$ cat src/hdl/address_region_map_paint_lookup_macros.svh
// Assertion macros for the region map block.
`ifndef ADDRESS_REGION_MAP_PAINT_LOOKUP_MACROS_SVH
`define ADDRESS_REGION_MAP_PAINT_LOOKUP_MACROS_SVH
`ifndef SYNTHESIS
`define ARPL_ASSERT_SAME(label, clk, rstn, ante, cons) \
    label: assert property (@(posedge clk) disable iff (!rstn) (ante) |-> (cons)) \
        else $error("region map check failed");
`define ARPL_ASSERT_NEXT(label, clk, rstn, ante, cons) \
    label: assert property (@(posedge clk) disable iff (!rstn) (ante) |=> (cons)) \
        else $error("region map check failed");
`else
`define ARPL_ASSERT_SAME(label, clk, rstn, ante, cons)
`define ARPL_ASSERT_NEXT(label, clk, rstn, ante, cons)
`endif
`endif

$ cat src/hdl/arpl_pkg.sv
`timescale 1ns / 1ps
package arpl_pkg;

    localparam logic OP_PAINT  = 1'b0;
    localparam logic OP_LOOKUP = 1'b1;

    localparam logic [1:0] KIND_RUNTIME = 2'd1;
    localparam logic [1:0] KIND_GREY    = 2'd2;

    localparam logic [2:0] ST_ROM_WORD     = 3'd0;
    localparam logic [2:0] ST_NOT_MODELLED = 3'd1;
    localparam logic [2:0] ST_CROSSES      = 3'd2;
    localparam logic [2:0] ST_RUNTIME      = 3'd3;
    localparam logic [2:0] ST_PAINTED      = 3'd4;
    localparam logic [2:0] ST_REJECTED     = 3'd5;

    localparam logic [32:0] WORD_BYTES = 33'd4;

    typedef struct packed {
        logic        opcode;
        logic [31:0] region_start;
        logic [31:0] region_size;
        logic [1:0]  region_kind;
        logic [31:0] rom_base;
        logic [31:0] local_base;
        logic [31:0] lookup_address;
    } in_t;

    typedef struct packed {
        logic [2:0]  status;
        logic [31:0] rom_address;
        logic [31:0] region_offset;
        logic        grey_out;
    } out_t;

    typedef struct packed {
        logic [31:0] first;
        logic [32:0] limit;
        logic [1:0]  kind;
        logic [31:0] rom_origin;
        logic [31:0] loc_origin;
    } span_t;

    typedef enum logic [1:0] {
        RES_PAINTED,
        RES_REJECTED,
        RES_LOOKUP
    } res_sel_t;

    typedef struct packed {
        logic     start;
        logic     scan_step;
        logic     shift_init;
        logic     shift_step;
        logic     fix_l;
        logic     fix_n;
        logic     fix_r;
        logic     commit;
        logic     out_load;
        res_sel_t res_sel;
    } cmd_t;

    typedef struct packed {
        logic scan_done;
        logic shift_done;
        logic is_lookup;
        logic paint_zero;
        logic paint_bad;
    } stat_t;

endpackage

$ cat src/hdl/arpl_ctrl.sv
`timescale 1ns / 1ps
module arpl_ctrl (
    input  logic            aclk,
    input  logic            aresetn,
    input  logic            s_valid,
    output logic            s_ready,
    output logic            m_valid,
    input  logic            m_ready,
    input  arpl_pkg::stat_t stat,
    output arpl_pkg::cmd_t  cmd
);

    typedef enum logic [2:0] {
        IDLE, SCAN, DECIDE, SHIFT, FIX_L, FIX_N, FIX_R, DONE
    } state_t;

    state_t             state_reg, state_next;
    arpl_pkg::res_sel_t res_reg, res_next;
    logic               m_valid_reg, m_valid_next;

    always_comb begin
        state_next   = state_reg;
        res_next     = res_reg;
        m_valid_next = m_valid_reg && !m_ready;
        cmd          = '0;
        cmd.res_sel  = res_reg;
        case (state_reg)
            IDLE: begin
                if (s_valid) begin
                    cmd.start  = 1'b1;
                    state_next = SCAN;
                end
            end
            SCAN: begin
                cmd.scan_step = 1'b1;
                if (stat.scan_done) begin
                    state_next = DECIDE;
                end
            end
            DECIDE: begin
                state_next = DONE;
                if (stat.is_lookup) begin
                    res_next = arpl_pkg::RES_LOOKUP;
                end else if (stat.paint_zero) begin
                    res_next = arpl_pkg::RES_PAINTED;
                end else if (stat.paint_bad) begin
                    res_next = arpl_pkg::RES_REJECTED;
                end else begin
                    cmd.shift_init = 1'b1;
                    state_next     = SHIFT;
                end
            end
            SHIFT: begin
                cmd.shift_step = 1'b1;
                if (stat.shift_done) begin
                    state_next = FIX_L;
                end
            end
            FIX_L: begin
                cmd.fix_l  = 1'b1;
                state_next = FIX_N;
            end
            FIX_N: begin
                cmd.fix_n  = 1'b1;
                state_next = FIX_R;
            end
            FIX_R: begin
                cmd.fix_r  = 1'b1;
                cmd.commit = 1'b1;
                res_next   = arpl_pkg::RES_PAINTED;
                state_next = DONE;
            end
            DONE: begin
                if (!m_valid_reg || m_ready) begin
                    cmd.out_load = 1'b1;
                    m_valid_next = 1'b1;
                    state_next   = IDLE;
                end
            end
            default: state_next = IDLE;
        endcase
    end

    always_ff @(posedge aclk) begin
        if (!aresetn) begin
            state_reg   <= IDLE;
            res_reg     <= arpl_pkg::RES_PAINTED;
            m_valid_reg <= 1'b0;
        end else begin
            state_reg   <= state_next;
            res_reg     <= res_next;
            m_valid_reg <= m_valid_next;
        end
    end

    assign s_ready = (state_reg == IDLE);
    assign m_valid = m_valid_reg;

endmodule

$ cat config.mk
export PLATFORM = sky130hd
export DESIGN_NAME = arpl_ctrl
export DESIGN_NICKNAME = d
export VERILOG_FILES = /design/src/hdl/address_region_map_paint_lookup_macros.svh /design/src/hdl/arpl_pkg.sv /design/src/hdl/arpl_ctrl.sv
export SDC_FILE = /design/constraint.sdc
export NUM_CORES = 1
export LEC_CHECK = 0
export BUFFER_PORTS_ARGS = -buffer_cell sky130_fd_sc_hd__buf_2
export CAP_MARGIN = 15
export CORE_AREA = 5 5 42 44
export CTS_CLUSTER_DIAMETER = 50
export DETAILED_ROUTE_END_ITERATION = 10
export DIE_AREA = 0 0 47 49
export PLACE_DENSITY = 0.62
export RECOVER_POWER = 100
export SLEW_MARGIN = 20
export SYNTH_ARGS = -nofsm -noshare
export SYNTH_HDL_FRONTEND = slang
export SYNTH_SLANG_ARGS = --single-unit
export TNS_END_PERCENT = 10
$ cat constraint.sdc
create_clock -name aclk -period 1.9 [get_ports aclk]
set_clock_uncertainty 0.15 [all_clocks]
set_input_delay 0.095 -clock aclk [delete_from_list [all_inputs] [get_ports aclk]]
set_output_delay 0.095 -clock aclk [all_outputs]
set_load 0.03 [all_outputs]
==> impl_metrics.py <==
metrics = {
    "outcome": {
        "status": "complete, no violations",
    },
    "drt": {
        "dr_total_vias": 413,
        "drc": 0,
        "viasPerCell": 4.802,
        "drtIter0Drc": 12,
        "drt_first_pass_iters": 2,
        "drtAntennaViolNets": 0,
        "wirelength_um": 959,
        "wl_per_cell_um": 11.15,
    },
    "sta": {
        "rsz0062_at_grt": "no",
        "finalHoldViolCount": 0,
        "final.min_clock_period_ns": 1.748,
        "period_share_pct": 92.00,
        "tightest_slew_ns": 0.4021,
        "slew_headroom_pct": 73.16,
        "max_freq_ghz": 0.5721,
        "drv_slew": 0,
        "fin_setup_tns_ns": 0,
        "setup_ws_ns": 0.1521,
        "setup_viol": 0,
    },
    "setup_path": {
        "worstSetupPathType": "in -> out",
        "worstPathArrival_ns": 1.50,
        "cp-start-kind": "input port",
        "path_max_fanout": 3,
        "endpoint_kind": "output pin",
        "cp.required_ns": 1.65,
    },
    "place": {
        "dpl.cell_count": 80,
        "routabilityCongestion": 0.7372,
        "io_buffer_count": 21,
        "dpl.hpwl_um": 740.4,
        "place_ws_ns": 0.5189,
    },
    "clock_tree": {
        "clock_latency_ns": 0.25,
        "numClockSinks": 6,
        "h-tree-depth": 1,
        "cts_buffers": 3,
        "post_cts_buffers": 0,
        "cts_root_buf": "clkbuf_4",
        "cts_buffer_depth": 2,
        "clkTransAtPathRegs_ns": 0.04,
        "cts_tree": "done",
    },
    "cells_and_area": {
        "synthToLayoutAreaGrowth_pct": 35.64,
        "largest_reg_flops": 3,
        "drive_gt1_share_pct": 28.57,
        "antenna_cells": 0,
        "fin_cells": 86,
        "fill_cells": 164,
        "fin_util_pct": 36.70,
        "final_nets": 81,
    },
    "logic_synthesis": {
        "syn_nets": 56,
        "ys_ff_latch": 6,
        "ys_warn_count": 0,
        "yosysSeqAreaShare_pct": 31.68,
        "synthesis.area_sq_um": 379.1,
        "postSynthAreaPerCell_sq_um": 8.066,
        "yosysTopAreaCellShare_pct": 31.68,
        "synth_cells": 47,
        "synth_cell_types": 27,
        "synth_area_leaders": "dfxtp_1, nand2b_1, nor2_1",
        "yosysTopAreaCell": "dfxtp_1",
    },
    "worst_hold_path": {
        "hp-class": "in -> reg",
    },
    "floorplan": {
        "coreArea_sq_um": 1401,
        "die_w_um": 47,
        "start_util_pct": 27.05,
        "ios": 22,
        "dieArea_sq_um": 2303,
        "rows": 14,
        "die_y_um": 49,
    },
    "power": {
        "ir_drop_v": 0.0003372,
        "leakagePower_nw": 0.2183,
        "p_per_area_nw_per_um2": 862.8,
        "power_w": 0.0004437,
    },
    "global_routing": {
        "grt_max_degree": 13,
        "grt_usage_pct": 9.225,
        "grt_pass1_wl_mm": 1.566,
        "antenna_found_initial": 0,
        "gr-total-overflow": 0,
        "grt_pass1_vias": 388,
    },
    "run": {
        "drv_cap": 0,
    },
}
-- layout make-up --
cell class,count,area [sq um],share of cell area (%)
Clock buffer,3,22.52,4.380
Multi-Input combinational cell,36,221.5,43.07
Sequential cell,6,120.1,23.36
Timing Repair Buffer,24,126.4,24.57
Tap cell,16,20.02,3.893
Inverter,1,3.754,0.7299
-- synthesized netlist by cell type --
cell	instances
nor3_1	3
and2_1	1
buf_2	2
or3_1	1
a21boi_1	2
inv_1	1
nor3_2	1
o21ai_0	1
nand2_1	1
buf_6	1
nand3_1	2
o21ai_1	2
o21a_1	1
and3_1	1
a21oi_1	2
o22ai_1	1
nor4_2	1
buf_4	1
and2b_1	1
nor2b_1	1
dfxtp_1	6
o31ai_1	1
nor3b_2	1
nor2_1	5
a31o_2	1
o211a_1	1
nand2b_1	5
-- layer usage --
| metal | wire length (um) | track usage (%) |
|---|---|---|
| met2 | 412 | 11.99 |
| met3 | 100 | 2.952 |
| met5 | 0 | 0 |
| met4 | 25 | 5.530 |
| met1 | 421 | 12.75 |
-- final timing paths --
path / from / to / slack (ns) / depth (start not counted)
setup reg to reg: state_reg[2] / state_reg[0] / 0.60 / 3
setup / recovery: stat[0] / cmd[8] / 0.15 / 5
hold reg to reg: res_reg[1] / res_reg[1] / 0.32 / 2
hold / removal: s_valid / state_reg[0] / 0.03 / 3
-- report_power, final --
| group | switching, W | leakage, nW | internal, W |
|---|---|---|---|
| Sequential | 0.0000264 | 0.0490 | 0.000140 |
| Combinational | 0.000100 | 0.155 | 0.0000586 |
| Clock | 0.0000472 | 0.0138 | 0.0000715 |
| Total | 0.000174 | 0.218 | 0.000270 |
-- logic make-up after synthesis --
kind of cell    share of synthesized area [%]
compound gates                          21.12
buf+inv                                 8.581
simple gates                            38.62
flops                                   31.68
-- cells in the final DEF, fill, tap and decap left out, drive strengths merged --
master        n
nor2b         1
nand2         1
nor2          5
nor3          4
clkbuf       16
a31o          1
dlygate4sd3   3
nand2b        5
and2          1
o21a          1
o31ai         1
inv           1
nor4          1
o22ai         1
a21oi         2
or3           1
a21boi        2
nor3b         1
o211a         1
o21ai         3
and3          1
buf           8
and2b         1
dfxtp         6
nand3         2
-- stage by stage --
stage                     hold WS [ns]  area (sq um)
after CTS                      0.01787         528.0
after global routing           0.06397         514.2
final                          0.03101         514.2
after detailed placement        0.2331         475.5
after floorplan                0.06250         379.1
after global placement          0.2316         475.5
-- critical path, cell delays in order --
cell           delay [ns]
dlygate4sd3_1        0.53
clkbuf_1             0.12
or3_1                0.38
nor3_1               0.14
clkbuf_2             0.23
-- what timing repair did --
action                                  CTS  global route
resized for setup                         0             0
hold buffers                              3             0
endpoints found under the setup margin    0             0
endpoints found under the hold margin     4             0
Power figures use the tool's default switching activity.
